$ cat src/hdl/usgp_pkg.sv
// Shared types, register codes and constant tables for the UV sphere vertex generator.
`timescale 1ns / 1ps
package usgp_pkg;

	typedef struct packed {
		logic [7:0] stack_index;
		logic [7:0] sector_index;
	} point_t;

	typedef struct packed {
		logic signed [15:0] pos_x;
		logic signed [15:0] pos_y;
		logic signed [15:0] pos_z;
		logic signed [15:0] normal_x;
		logic signed [15:0] normal_y;
		logic signed [15:0] normal_z;
		logic [15:0] tex_u;
		logic [15:0] tex_v;
		logic [15:0] vertex_index;
		logic [15:0] below_index;
		logic upper_triangle;
		logic lower_triangle;
	} vertex_t;

	// Mesh connectivity that rides alongside the arithmetic pipeline.
	typedef struct packed {
		logic [15:0] vertex_index;
		logic [15:0] below_index;
		logic upper_triangle;
		logic lower_triangle;
	} side_t;

	typedef struct packed {
		logic [15:0] tex_u;
		logic [15:0] tex_v;
	} tex_t;

	localparam logic [1:0] REG_RADIUS  = 2'd0;
	localparam logic [1:0] REG_SECTORS = 2'd1;
	localparam logic [1:0] REG_STACKS  = 2'd2;

	localparam int CFG_W   = 15;
	localparam int DIV_W   = 42;
	localparam int DIV_LAT = DIV_W / 2;

	localparam logic [33:0] GAIN_Q30 = 34'd652032874;

	function automatic logic [29:0] atan_phase(input logic [4:0] k);
		logic [29:0] a;
		case (k)
			5'd0:  a = 30'd536870912;
			5'd1:  a = 30'd316933406;
			5'd2:  a = 30'd167458907;
			5'd3:  a = 30'd85004756;
			5'd4:  a = 30'd42667331;
			5'd5:  a = 30'd21354465;
			5'd6:  a = 30'd10679838;
			5'd7:  a = 30'd5340245;
			5'd8:  a = 30'd2670163;
			5'd9:  a = 30'd1335087;
			5'd10: a = 30'd667544;
			5'd11: a = 30'd333772;
			5'd12: a = 30'd166886;
			5'd13: a = 30'd83443;
			5'd14: a = 30'd41722;
			5'd15: a = 30'd20861;
			5'd16: a = 30'd10430;
			5'd17: a = 30'd5215;
			5'd18: a = 30'd2608;
			5'd19: a = 30'd1304;
			5'd20: a = 30'd652;
			5'd21: a = 30'd326;
			5'd22: a = 30'd163;
			5'd23: a = 30'd81;
			5'd24: a = 30'd41;
			default: a = 30'd0;
		endcase
		return a;
	endfunction

endpackage

$ cat src/hdl/usgp_div.sv
// Pipelined restoring divider by an 8-bit divisor, two quotient bits per stage.
`timescale 1ns / 1ps
module usgp_div
	import usgp_pkg::*;
(
	input  logic             clk,
	input  logic [DIV_W-1:0] num,
	input  logic [7:0]       den,
	output logic [DIV_W-1:0] quo
);

	logic [7:0]       rem_s [0:DIV_LAT];
	logic [DIV_W-1:0] num_s [0:DIV_LAT];
	logic [DIV_W-1:0] quo_s [0:DIV_LAT];

	assign rem_s[0] = '0;
	assign num_s[0] = num;
	assign quo_s[0] = '0;

	for (genvar g = 0; g < DIV_LAT; g++) begin : g_stage
		logic [8:0] t1, t2;
		logic [7:0] r1, r2;
		logic       q1, q2;

		always_comb begin
			t1 = {rem_s[g], num_s[g][DIV_W-1]};
			q1 = (t1 >= {1'b0, den});
			r1 = q1 ? 8'(t1 - {1'b0, den}) : t1[7:0];
			t2 = {r1, num_s[g][DIV_W-2]};
			q2 = (t2 >= {1'b0, den});
			r2 = q2 ? 8'(t2 - {1'b0, den}) : t2[7:0];
		end

		always_ff @(posedge clk) begin
			rem_s[g+1] <= r2;
			num_s[g+1] <= {num_s[g][DIV_W-3:0], 2'b00};
			quo_s[g+1] <= {quo_s[g][DIV_W-3:0], q1, q2};
		end
	end

	assign quo = quo_s[DIV_LAT];

endmodule

$ cat config.mk
export PLATFORM = sky130hd
export DESIGN_NAME = usgp_div
export DESIGN_NICKNAME = d
export VERILOG_FILES = /design/src/hdl/usgp_pkg.sv /design/src/hdl/usgp_div.sv
export SDC_FILE = /design/constraint.sdc
export NUM_CORES = 1
export LEC_CHECK = 0
export BUFFER_PORTS_ARGS = -buffer_cell sky130_fd_sc_hd__buf_2
export CORE_AREA = 2 2 294 296
export CTS_CLUSTER_SIZE = 40
export DETAILED_ROUTE_END_ITERATION = 10
export DIE_AREA = 0 0 296 298
export GPL_TIMING_DRIVEN = 1
export PLACE_DENSITY_LB_ADDON = 0.15
export SYNTH_ARGS = -nofsm -noshare
export SYNTH_HDL_FRONTEND = slang
export SYNTH_SLANG_ARGS = --single-unit
$ cat constraint.sdc
create_clock -name clk -period 10.85 [get_ports clk]
set_clock_uncertainty 0.15 [all_clocks]
set_input_delay 1.085 -clock clk [delete_from_list [all_inputs] [get_ports clk]]
set_output_delay 1.085 -clock clk [all_outputs]
set_load 0.02 [all_outputs]
==> results of run 1 <==
## worst max path at each step
stage,cells past startpoint,endpoint,from
2_1_floorplan,17,g_stage[5].t1[2]$_DFF_P_,den[1]
3_3_place_gp,16,g_stage[13].t1[4]$_DFF_P_,den[6]
3_5_place_dp,18,g_stage[9].t1[3]$_DFF_P_,den[2]
4_1_cts,18,g_stage[9].t1[3]$_DFF_P_,den[2]
5_1_grt,17,g_stage[14].t1[5]$_DFF_P_,den[6]
6_report,18,g_stage[9].t1[3]$_DFF_P_,den[2]
## through the flow
stage	utilization, %	area [µm²]	cells	setup WS [ns]	hold WS [ns]
global placement	46.7	39700	4471	4.23	0.159
detailed placement	46.7	39700	4471	4.11	0.162
floorplan	-	38000	3284	3.30	0.160
CTS	50.8	43100	4657	4.83	0.145
global route	50.8	43100	4657	4.35	0.161
finish	50.8	43100	4657	4.81	0.152
## synthesized netlist by cell type (24+ instances only)
cell type	instances	area, µm²
dfxtp_1	1042	20900
ha_1	330	4130
inv_1	187	702
a21oi_1	182	911
mux2_2	172	1940
o21ai_0	159	796
nand2_1	144	541
nor2_1	134	503
xnor2_1	111	972
o21a_1	69	518
nor2b_1	64	400
a21o_1	55	413
xor2_1	54	473
nand4_1	43	269
nor3_1	43	215
buf_4	42	315
fa_1	40	801
mux2i_1	37	370
o21bai_1	32	240
o31a_1	30	263
nand3_1	26	130
a211oi_1	24	180
## cell type report
class / count / share of cell area [%]
clock inverter: 50 / 1.25
tap: 1144 / 3.32
clock buffer: 136 / 6.69
multi-input combinational: 1991 / 37.3
inverter: 188 / 1.64
timing repair buffer: 106 / 1.37
sequential: 1042 / 48.4
## worst reg2reg max path, delay by kind of cell (launching register included)
| kind | cells | cell delay (ns) |
|---|---|---|
| adders and majority gates | 2 | 0.58 |
| AOI/OAI and AO/OA | 7 | 2.20 |
| muxes | 2 | 0.83 |
| and+or+nand+nor | 3 | 0.71 |
| DFF | 1 | 0.37 |
## placed cells by master, fill, tap and decap left out, types with 17 or more instances in the layout
| master | n |
|---|---|
| nand2_1 | 144 |
| nand2b_1 | 20 |
| buf_2 | 92 |
| nand4_1 | 43 |
| dfxtp_1 | 1042 |
| clkbuf_16 | 105 |
| a211oi_1 | 24 |
| o31a_1 | 30 |
| xor2_1 | 54 |
| o21bai_1 | 32 |
| inv_1 | 185 |
| fa_1 | 40 |
| a21oi_1 | 182 |
| mux2i_1 | 37 |
| mux2_2 | 172 |
| nor2b_1 | 64 |
| clkbuf_1 | 17 |
| ha_1 | 330 |
| nor2_1 | 134 |
| o21ai_0 | 159 |
| xnor2_1 | 111 |
| o21a_1 | 69 |
| a21o_1 | 55 |
| nor3_1 | 43 |
| nand3_1 | 26 |
| o31ai_1 | 19 |
| o211ai_1 | 19 |
## layer usage
layer / part of all wire (%) / vias to the layer above
met4: 3.3 / 0
li1: - / 11800
met2: 48 / 393
met3: 3.7 / 177
met5: 0 / -
met1: 45 / 11000
## cell families after synthesis
logic type,count (synthesis)
fa+ha+maj,370
xor+xnor,165
compound gates,697
buf+inv,251
flops,1042
mux,209
simple gates,550
## state kept, by name, indices dropped and copies added, names as in the netlist
register    count
g_stage.t1    180
g_stage.t2     20
num_s         380
quo            42
quo_s         420
==> results.sh, run 1 <==
export IMPL_status="finished, final reports clean"
export IMPL_r2r_end="g_stage[5].t1[2]$_DFF_P_"
export IMPL_yosys_area_share_simple_pct=7.14
export IMPL_antenna_found_initial=0
export IMPL_use_met1_pct=19.8
export IMPL_synth_edf_count=0
export IMPL_die_w_um=296
export IMPL_cp_cell_sequence="buf_2 > inv_1 > buf_4 > buf_4 > ha_1 > o21a_1 > o31a_1 > o311a_1 > nor2_1 > o21ai_0 > ha_1 > nor2b_1 > o31a_1 > o21ai_0 > a21oi_1 > and2_1 > nor2b_1 > mux2_2"
export IMPL_grt_max_degree=60
export IMPL_synth_seq_cells=1042
export IMPL_setup_tns_ns=0
export IMPL_syn_avg_cell_area_um2=11.6
export IMPL_htreeDepth=3
export IMPL_hold_path_startpoint="quo_s[91]$_DFF_P_"
export IMPL_synth_fa_ha_area_share_pct=13.0
export IMPL_nets=3853
export IMPL_clock_fmax_mhz=166
export IMPL_grt_util_met2_pct=27.5
export IMPL_netlist_area_mm2=0.0380
export IMPL_start_util_pct=44.8
export IMPL_period_share_pct=55.7
export IMPL_clk_path_buf_depth=3
export IMPL_antenna_left=0
export IMPL_nFillCells=7517
export IMPL_io_buffers=92
export IMPL_synth_top_family_by_area="adder cells"
export IMPL_die_h_um=298
export IMPL_worstHoldPathCells=0
export IMPL_finalSetupViolations=0
export IMPL_dr_pass1_iters=5
export IMPL_grt_use_total_pct=16.0
export IMPL_drive_above_1_share_pct=13.8
export IMPL_async_reset_ff_share_pct=0
export IMPL_cts_root_buf="clkbuf_16"
export IMPL_reg2reg_from="g_stage[4].t1[1]$_DFF_P_"
export IMPL_drt_iter0_drc=1004
export IMPL_path_buf_inv=4
export IMPL_cp_slowest_stage_delay_ns=0.59
export IMPL_synthToLayoutAreaGrowth_pct=13.3
export IMPL_synth_compound_area_share_pct=12.3
export IMPL_gp_congestion=0.839
export IMPL_synth_xor_area_share_pct=3.80
export IMPL_post_cts_setup_buffer_count=0
export IMPL_routed_wirelength_mm=70.3
export IMPL_critPathCaptureType="register"
export IMPL_num_io_pins=93
export IMPL_drc=0
export IMPL_cts_hold_buf=0
export IMPL_multiInputGateArea_mm2=0.0161
export IMPL_ctsResizeCount=0
export IMPL_required_ns=11.24
export IMPL_holdPathEnd="quo_s[51]$_DFF_P_"
export IMPL_synth_cell_types=85
export IMPL_vias=23400
export IMPL_row_count=107
export IMPL_cp_arrival_ns=6.43
export IMPL_slew_viol_final=0
export IMPL_yosys_warnings=0
export IMPL_hold_path_class="reg -> reg"
export IMPL_cts_sinks=1042
export IMPL_synth_area_mux_share_pct=6.07
export IMPL_reg2reg_depth=14
export IMPL_grt_pass1_vias=23800
export IMPL_insertedDiodeCount=0
export IMPL_worst_slew_pin_slew_ns=1.18
export IMPL_grt_use_met3_pct=2.98
export IMPL_fin_crit_ns=6.04
export IMPL_wire_per_inst_um=15.1
export IMPL_grt_pass1_wl_mm=116
export IMPL_crit_type="in -> reg"
export IMPL_seqCellArea_mm2=0.0209
export IMPL_hpwl_mm=47.7
export IMPL_core_mm2=0.0849
export IMPL_viasPerCell=5.03
export IMPL_ys_seq_area_share_pct=54.8
export IMPL_synthCells=3284
export IMPL_cts_made_buffers=103
export IMPL_cp_max_fo=29
export IMPL_slowest_stage="nor2b_1"
export IMPL_clk_latency_ns=0.68
export IMPL_maxCapViolCount=0
export IMPL_path_delay_family="compound AO/OA/AOI/OAI gates"
export IMPL_die_area_mm2=0.0882
export IMPL_path_clk_slew_ns=0.06
export IMPL_syn_num_nets=3705
export IMPL_hold_viol=0
export IMPL_rsz0062_at_grt="no"
export IMPL_critPathLaunchType="input pin"
export IMPL_grt_busiest_layer="met2"
export IMPL_r2r_slack_ns=5.91
export IMPL_cts_tree="yes"
export IMPL_slew_headroom_pct=20.3
export IMPL_grt_ovfl_total=0
export IMPL_synth_ff_type="dfxtp_1"
Power of run 1 is not shown: default switching activity piles up to over one toggle a cycle in this logic, so the estimate is an artifact.
==> inputs of run 2 (changes only) <==
==> constraint.sdc (replaced) <==
create_clock -name clk -period 5.5 [get_ports clk]
set_clock_uncertainty 0.15 [all_clocks]
set_input_delay 0.55 -clock clk [delete_from_list [all_inputs] [get_ports clk]]
set_output_delay 0.55 -clock clk [all_outputs]
set_load 0.02 [all_outputs]
==> results.sh, run 2 (synthesis results as in run 1) <==
export IMPL_status="finished, final reports clean"
export IMPL_layout_common_cells="dfxtp_1, ha_1, inv_1, a21oi_1, nand2_1"
export IMPL_hold_path_startpoint="num_s[731]$_DFF_P_"
export IMPL_cp_max_fo=14
export IMPL_final_common_cell="dfxtp_1"
export IMPL_routed_wirelength_mm=74.4
export IMPL_slowest_stage="a21boi_0"
export IMPL_cp_cell_sequence="buf_2 > inv_2 > ha_1 > a21oi_1 > o21ai_0 > a21boi_0 > o211ai_1 > buf_4 > mux2_2 > ha_1 > o21a_1 > o21ai_2 > a21oi_2 > o31ai_2 > nand2b_1 > mux2_2"
export IMPL_ctsResizeCount=0
export IMPL_insertedDiodeCount=0
export IMPL_rsz0062_at_grt="no"
export IMPL_setup_tns_ns=0
export IMPL_period_share_pct=84.6
export IMPL_antenna_left=0
export IMPL_cts_sinks=1042
export IMPL_hold_path_class="reg -> reg"
export IMPL_top_register="quo_s"
export IMPL_r2r_end="g_stage[14].t1[6]$_DFF_P_"
export IMPL_core_mm2=0.0849
export IMPL_reg2reg_from="g_stage[13].t1[6]$_DFF_P_"
export IMPL_startpoint="den[6]"
export IMPL_crit_type="in -> reg"
export IMPL_die_w_um=296
export IMPL_grt_pass1_vias=24700
export IMPL_reg2reg_depth=14
export IMPL_fin_crit_ns=4.65
export IMPL_worst_slew_pin_slew_ns=0.861
export IMPL_path_clk_slew_ns=0.06
export IMPL_cp_arrival_ns=5.04
export IMPL_maxCapViolCount=0
export IMPL_drt_iter0_drc=995
export IMPL_gp_congestion=0.869
export IMPL_row_count=107
export IMPL_die_h_um=298
export IMPL_hpwl_mm=53.3
export IMPL_antenna_found_initial=1
export IMPL_slew_viol_final=0
export IMPL_cp_slowest_stage_delay_ns=0.51
export IMPL_cts_made_buffers=99
export IMPL_wire_per_inst_um=15.7
export IMPL_drive_above_1_share_pct=17.2
export IMPL_critPathLaunchType="input pin"
export IMPL_nets=3948
export IMPL_start_util_pct=44.8
export IMPL_die_area_mm2=0.0882
export IMPL_io_buffers=92
export IMPL_viasPerCell=5.00
export IMPL_holdPathEnd="num_s[691]$_DFF_P_"
export IMPL_clock_fmax_mhz=215
export IMPL_post_cts_setup_buffer_count=0
export IMPL_cts_tree="yes"
export IMPL_cts_hold_buf=41
export IMPL_htreeDepth=3
export IMPL_critPathCaptureType="register"
export IMPL_finalSetupViolations=0
export IMPL_slew_headroom_pct=42.6
export IMPL_vias=23800
export IMPL_cts_root_buf="clkbuf_16"
export IMPL_grt_use_total_pct=17.1
export IMPL_clk_latency_ns=0.65
export IMPL_required_ns=5.88
export IMPL_grt_ovfl_total=0
export IMPL_grt_max_degree=29
export IMPL_worstHoldPathCells=0
export IMPL_dr_pass1_iters=5
export IMPL_num_io_pins=93
export IMPL_r2r_slack_ns=1.10
export IMPL_drc=0
export IMPL_largest_register_ffs=420
export IMPL_clk_path_buf_depth=3
export IMPL_hold_viol=0
export IMPL_grt_pass1_wl_mm=123
export IMPL_synthToLayoutAreaGrowth_pct=17.7
run 2: changes by cell type in the layout (fill, tap and decap cells not counted), sizes merged:
cell         delta
buf            +58
bufinv          +5
clkbuf          +1
clkinv          -3
clkinvlp        -1
dlygate4sd3    +41
inv             -8
run 2: layout make-up:
| cell class | count | area, µm² |
|---|---|---|
| clock buffer | 137 | 2850 |
| multi-input combinational | 1991 | 16800 |
| fill | 7377 | 40100 |
| clock inverter | 43 | 627 |
| tap | 1144 | 1430 |
| timing repair buffer | 205 | 1490 |
| inverter | 188 | 709 |
| sequential | 1042 | 20900 |
run 2: metrics by stage:
step           utilization, %  instance area [µm²]  worst slack (ns)  cells  hold slack, ns
2_1_floorplan               -                38900            -0.463   3284           0.160
3_3_place_gp             48.2                40900             0.368   4529           0.160
3_5_place_dp             48.2                40900             0.239   4529           0.162
4_1_cts                  52.8                44800             0.953   4750           0.161
5_1_grt                  52.8                44800             0.613   4750           0.166
6_report                 52.8                44800             0.849   4750           0.160
run 2: worst max path at each step:
stage / end / slack (ns) / cells after the start
5_1_grt: g_stage[10].t1[6]$_DFF_P_ / 0.61 / 18
3_5_place_dp: g_stage[10].t1[6]$_DFF_P_ / 0.24 / 18
3_3_place_gp: g_stage[10].t1[2]$_DFF_P_ / 0.37 / 18
2_1_floorplan: g_stage[18].t1[6]$_DFF_P_ / -0.46 / 16
4_1_cts: g_stage[10].t1[6]$_DFF_P_ / 0.95 / 18
6_report: g_stage[14].t1[6]$_DFF_P_ / 0.85 / 16
run 2: metal layers:
layer | track usage [%] | vias to the layer above | routed length [µm]
li1 | - | 12000 | -
met1 | 22.1 | 11200 | 34700
met2 | 28.5 | 424 | 34600
met3 | 3.04 | 163 | 2850
met4 | 6.24 | 2 | 2180
met5 | 0 | - | 13
run 2: worst max-delay path: cells and delay by family:
family	cells	cell delay, ns
AOI/OAI and AO/OA	8	1.78
buffers and inverters	3	0.85
and+or+nand+nor	1	0.37
adders and majority gates	2	0.76
muxes	2	0.71
Power of run 2 is left out for the same reason.
==> inputs of run 3 (changes only) <==
--- a/config.mk
+++ b/config.mk
@@ -5,11 +5,12 @@
 export SDC_FILE = /design/constraint.sdc
 export NUM_CORES = 1
 export LEC_CHECK = 0
+export ABC_AREA = 1
 export BUFFER_PORTS_ARGS = -buffer_cell sky130_fd_sc_hd__buf_2
-export CORE_AREA = 2 2 294 296
+export CORE_AREA = 2 2 305 307
 export CTS_CLUSTER_SIZE = 40
 export DETAILED_ROUTE_END_ITERATION = 10
-export DIE_AREA = 0 0 296 298
+export DIE_AREA = 0 0 307 309
 export GPL_TIMING_DRIVEN = 1
 export PLACE_DENSITY_LB_ADDON = 0.15
 export SYNTH_ARGS = -nofsm -noshare
==> constraint.sdc (replaced) <==
create_clock -name clk -period 4.3 [get_ports clk]
set_clock_uncertainty 0.15 [all_clocks]
set_input_delay 0.43 -clock clk [delete_from_list [all_inputs] [get_ports clk]]
set_output_delay 0.43 -clock clk [all_outputs]
set_load 0.02 [all_outputs]
==> results.sh, run 3 <==
export IMPL_io_buffers=92
export IMPL_worst_slew_pin_slew_ns=0.618
export IMPL_rsz0062_at_grt="no"
export IMPL_fin_hold_ws_ns=0.145
export IMPL_synthToLayoutAreaGrowth_pct=18.1
export IMPL_synth_cell_types=43
export IMPL_required_ns=4.73
export IMPL_cp_arrival_ns=4.20
export IMPL_path_buf_inv=6
export IMPL_grt_ovfl_total=0
export IMPL_cts_root_buf="clkbuf_16"
export IMPL_clk_path_buf_depth=3
export IMPL_clk_latency_ns=0.70
export IMPL_cp_max_fo=18
export IMPL_critPathLaunchType="input pin"
export IMPL_top_register="quo_s"
export IMPL_cts_made_buffers=104
export IMPL_cts_tree="yes"
export IMPL_drt_iter0_drc=1494
export IMPL_hold_path_class="in -> reg"
export IMPL_synth_edf_count=0
export IMPL_largest_register_ffs=420
export IMPL_maxCapViolCount=0
export IMPL_wire_per_inst_um=13.5
export IMPL_grt_pass1_wl_mm=135
export IMPL_drive_above_1_share_pct=13.2
export IMPL_path_delay_family="buffers and inverters"
export IMPL_insertedDiodeCount=0
export IMPL_seqCellArea_mm2=0.0209
export IMPL_syn_num_nets=4941
export IMPL_wl_met2_mm=37.3
export IMPL_cp_common_cell="nand2_1"
export IMPL_final_common_cell="nand2_1"
export IMPL_fin_crit_ns=3.78
export IMPL_ys_seq_area_share_pct=51.0
export IMPL_layout_common_cells="nand2_1, dfxtp_1, inv_1, nand3_1, ha_1"
export IMPL_yosys_warnings=0
export IMPL_yosys_top_cells_count="nand2_1, dfxtp_1, inv_1"
export IMPL_row_count=111
export IMPL_antenna_found_initial=1
export IMPL_status="finished, final reports clean"
export IMPL_met1_length_mm=39.1
export IMPL_cp_cell_sequence="dlygate4sd3_1 > buf_2 > clkinvlp_4 > buf_12 > ha_1 > nand4_1 > nand2_1 > nand2_1 > nand2_1 > buf_4 > inv_4 > nand2_1 > nand2_1 > ha_1 > a21oi_1 > nand2_1 > nand4_1 > nand2_2 > nand2_4 > nand4_4 > nand2_1 > nand2_1"
export IMPL_critPathCaptureType="register"
export IMPL_slew_headroom_pct=58.8
export IMPL_die_w_um=307
export IMPL_num_io_pins=93
export IMPL_gp_congestion=0.866
export IMPL_antenna_left=0
export IMPL_crit_type="in -> reg"
export IMPL_synth_area_top_cells="dfxtp_1, nand2_1, ha_1, nand3_1, inv_1"
export IMPL_finalSetupViolations=0
export IMPL_period_share_pct=87.8
export IMPL_synth_seq_cells=1042
export IMPL_nets=5215
export IMPL_drc=0
export IMPL_path_clk_slew_ns=0.06
export IMPL_htreeDepth=3
export IMPL_grt_use_total_pct=17.2
export IMPL_start_util_pct=44.8
export IMPL_hold_viol=0
export IMPL_die_h_um=309
export IMPL_synth_ff_type="dfxtp_1"
export IMPL_cts_sinks=1042
export IMPL_netlist_area_mm2=0.0409
export IMPL_yosysMostFrequentCell="nand2_1"
export IMPL_clock_fmax_mhz=265
export IMPL_yosysTopAreaCell="dfxtp_1"
export IMPL_routed_wirelength_mm=81.9
export IMPL_multiInputGateArea_mm2=0.0187
export IMPL_synthCells=4520
export IMPL_path_depth=22
export IMPL_wl_met3_mm=3.22
export IMPL_dr_pass1_iters=7
export IMPL_hpwl_mm=58.9
export IMPL_cp_slowest_stage_delay_ns=0.53
export IMPL_top_layer="met4"
export IMPL_slew_viol_final=0
export IMPL_die_area_mm2=0.0949
export IMPL_syn_avg_cell_area_um2=9.05
export IMPL_grt_max_degree=35
export IMPL_nFillCells=8350
export IMPL_async_reset_ff_share_pct=0
export IMPL_synth_top_area_share_pct=51.0
export IMPL_core_mm2=0.0914
export IMPL_slowest_stage="dlygate4sd3_1"
export IMPL_worstHoldPathCells=5
export IMPL_viasPerCell=4.74
export IMPL_reg2reg_depth=20
export IMPL_vias=28800
export IMPL_grt_pass1_vias=27500
run 3: routing by layer:
layer,up-vias,global-route usage [%]
met5,-,0
met3,156,2.67
li1,15200,-
met4,0,6.51
met2,445,28.8
met1,12900,22.6
run 3: worst min-delay path: stages:
cell,delay (ns)
buf_2,0.10
nand2_1,0.05
o21ai_0,0.20
nand3_1,0.10
nand2_1,0.07
run 3: repair_timing:
item	4_1_cts	5_1_grt
hold buffers	43	0
setup buffers	0	0
endpoints found under the setup margin	0	0
gates resized for setup	0	0
hold endpoints to repair	42	0
run 3: path summary, 6_finish.rpt:
kind | startpoint | endpoint | slack (ns)
min | num[41] | g_stage[1].t1[2]$_DFF_P_ | 0.15
min reg2reg | num_s[362]$_DFF_P_ | num_s[322]$_DFF_P_ | 0.16
max | den[1] | g_stage[20].t1[6]$_DFF_P_ | 0.52
max reg2reg | g_stage[19].t1[4]$_DFF_P_ | g_stage[20].t1[6]$_DFF_P_ | 0.99
run 3: area by class of cell:
type / count / share of cell area (%)
clock buffers: 137 / 6.10
well taps: 1186 / 3.07
inverters: 449 / 3.52
clock inverters: 55 / 1.86
repair buffers: 221 / 3.57
flip-flops and latches: 1042 / 43.2
multi-input cells: 2976 / 38.7
run 3: cell families (layout without fill, tap and decap cells):
group	Yosys count	in the layout	synth area share, %
buffers and inverters	502	862	5.19
AOI/OAI and AO/OA	261	261	3.63
and+or+nand+nor	2170	2170	24.4
adders and majority gates	370	370	12.0
xor gates and xnor gates	175	175	3.75
DFF	1042	1042	51.0
run 3: stage by stage:
| stage | setup slack [ns] | instance area, µm² | instances | util, % | TNS [ns] |
|---|---|---|---|---|---|
| 2_1_floorplan | -0.433 | 41700 | 4520 | - | -63.88 |
| 3_3_place_gp | 0.275 | 44100 | 5831 | 48.2 | 0 |
| 3_5_place_dp | 0.321 | 44100 | 5831 | 48.2 | 0 |
| 4_1_cts | 0.571 | 48300 | 6066 | 52.9 | 0 |
| 5_1_grt | 0.241 | 48300 | 6066 | 52.9 | 0 |
| 6_report | 0.524 | 48300 | 6066 | 52.9 | 0 |
Power of run 3 is left out for the same reason.
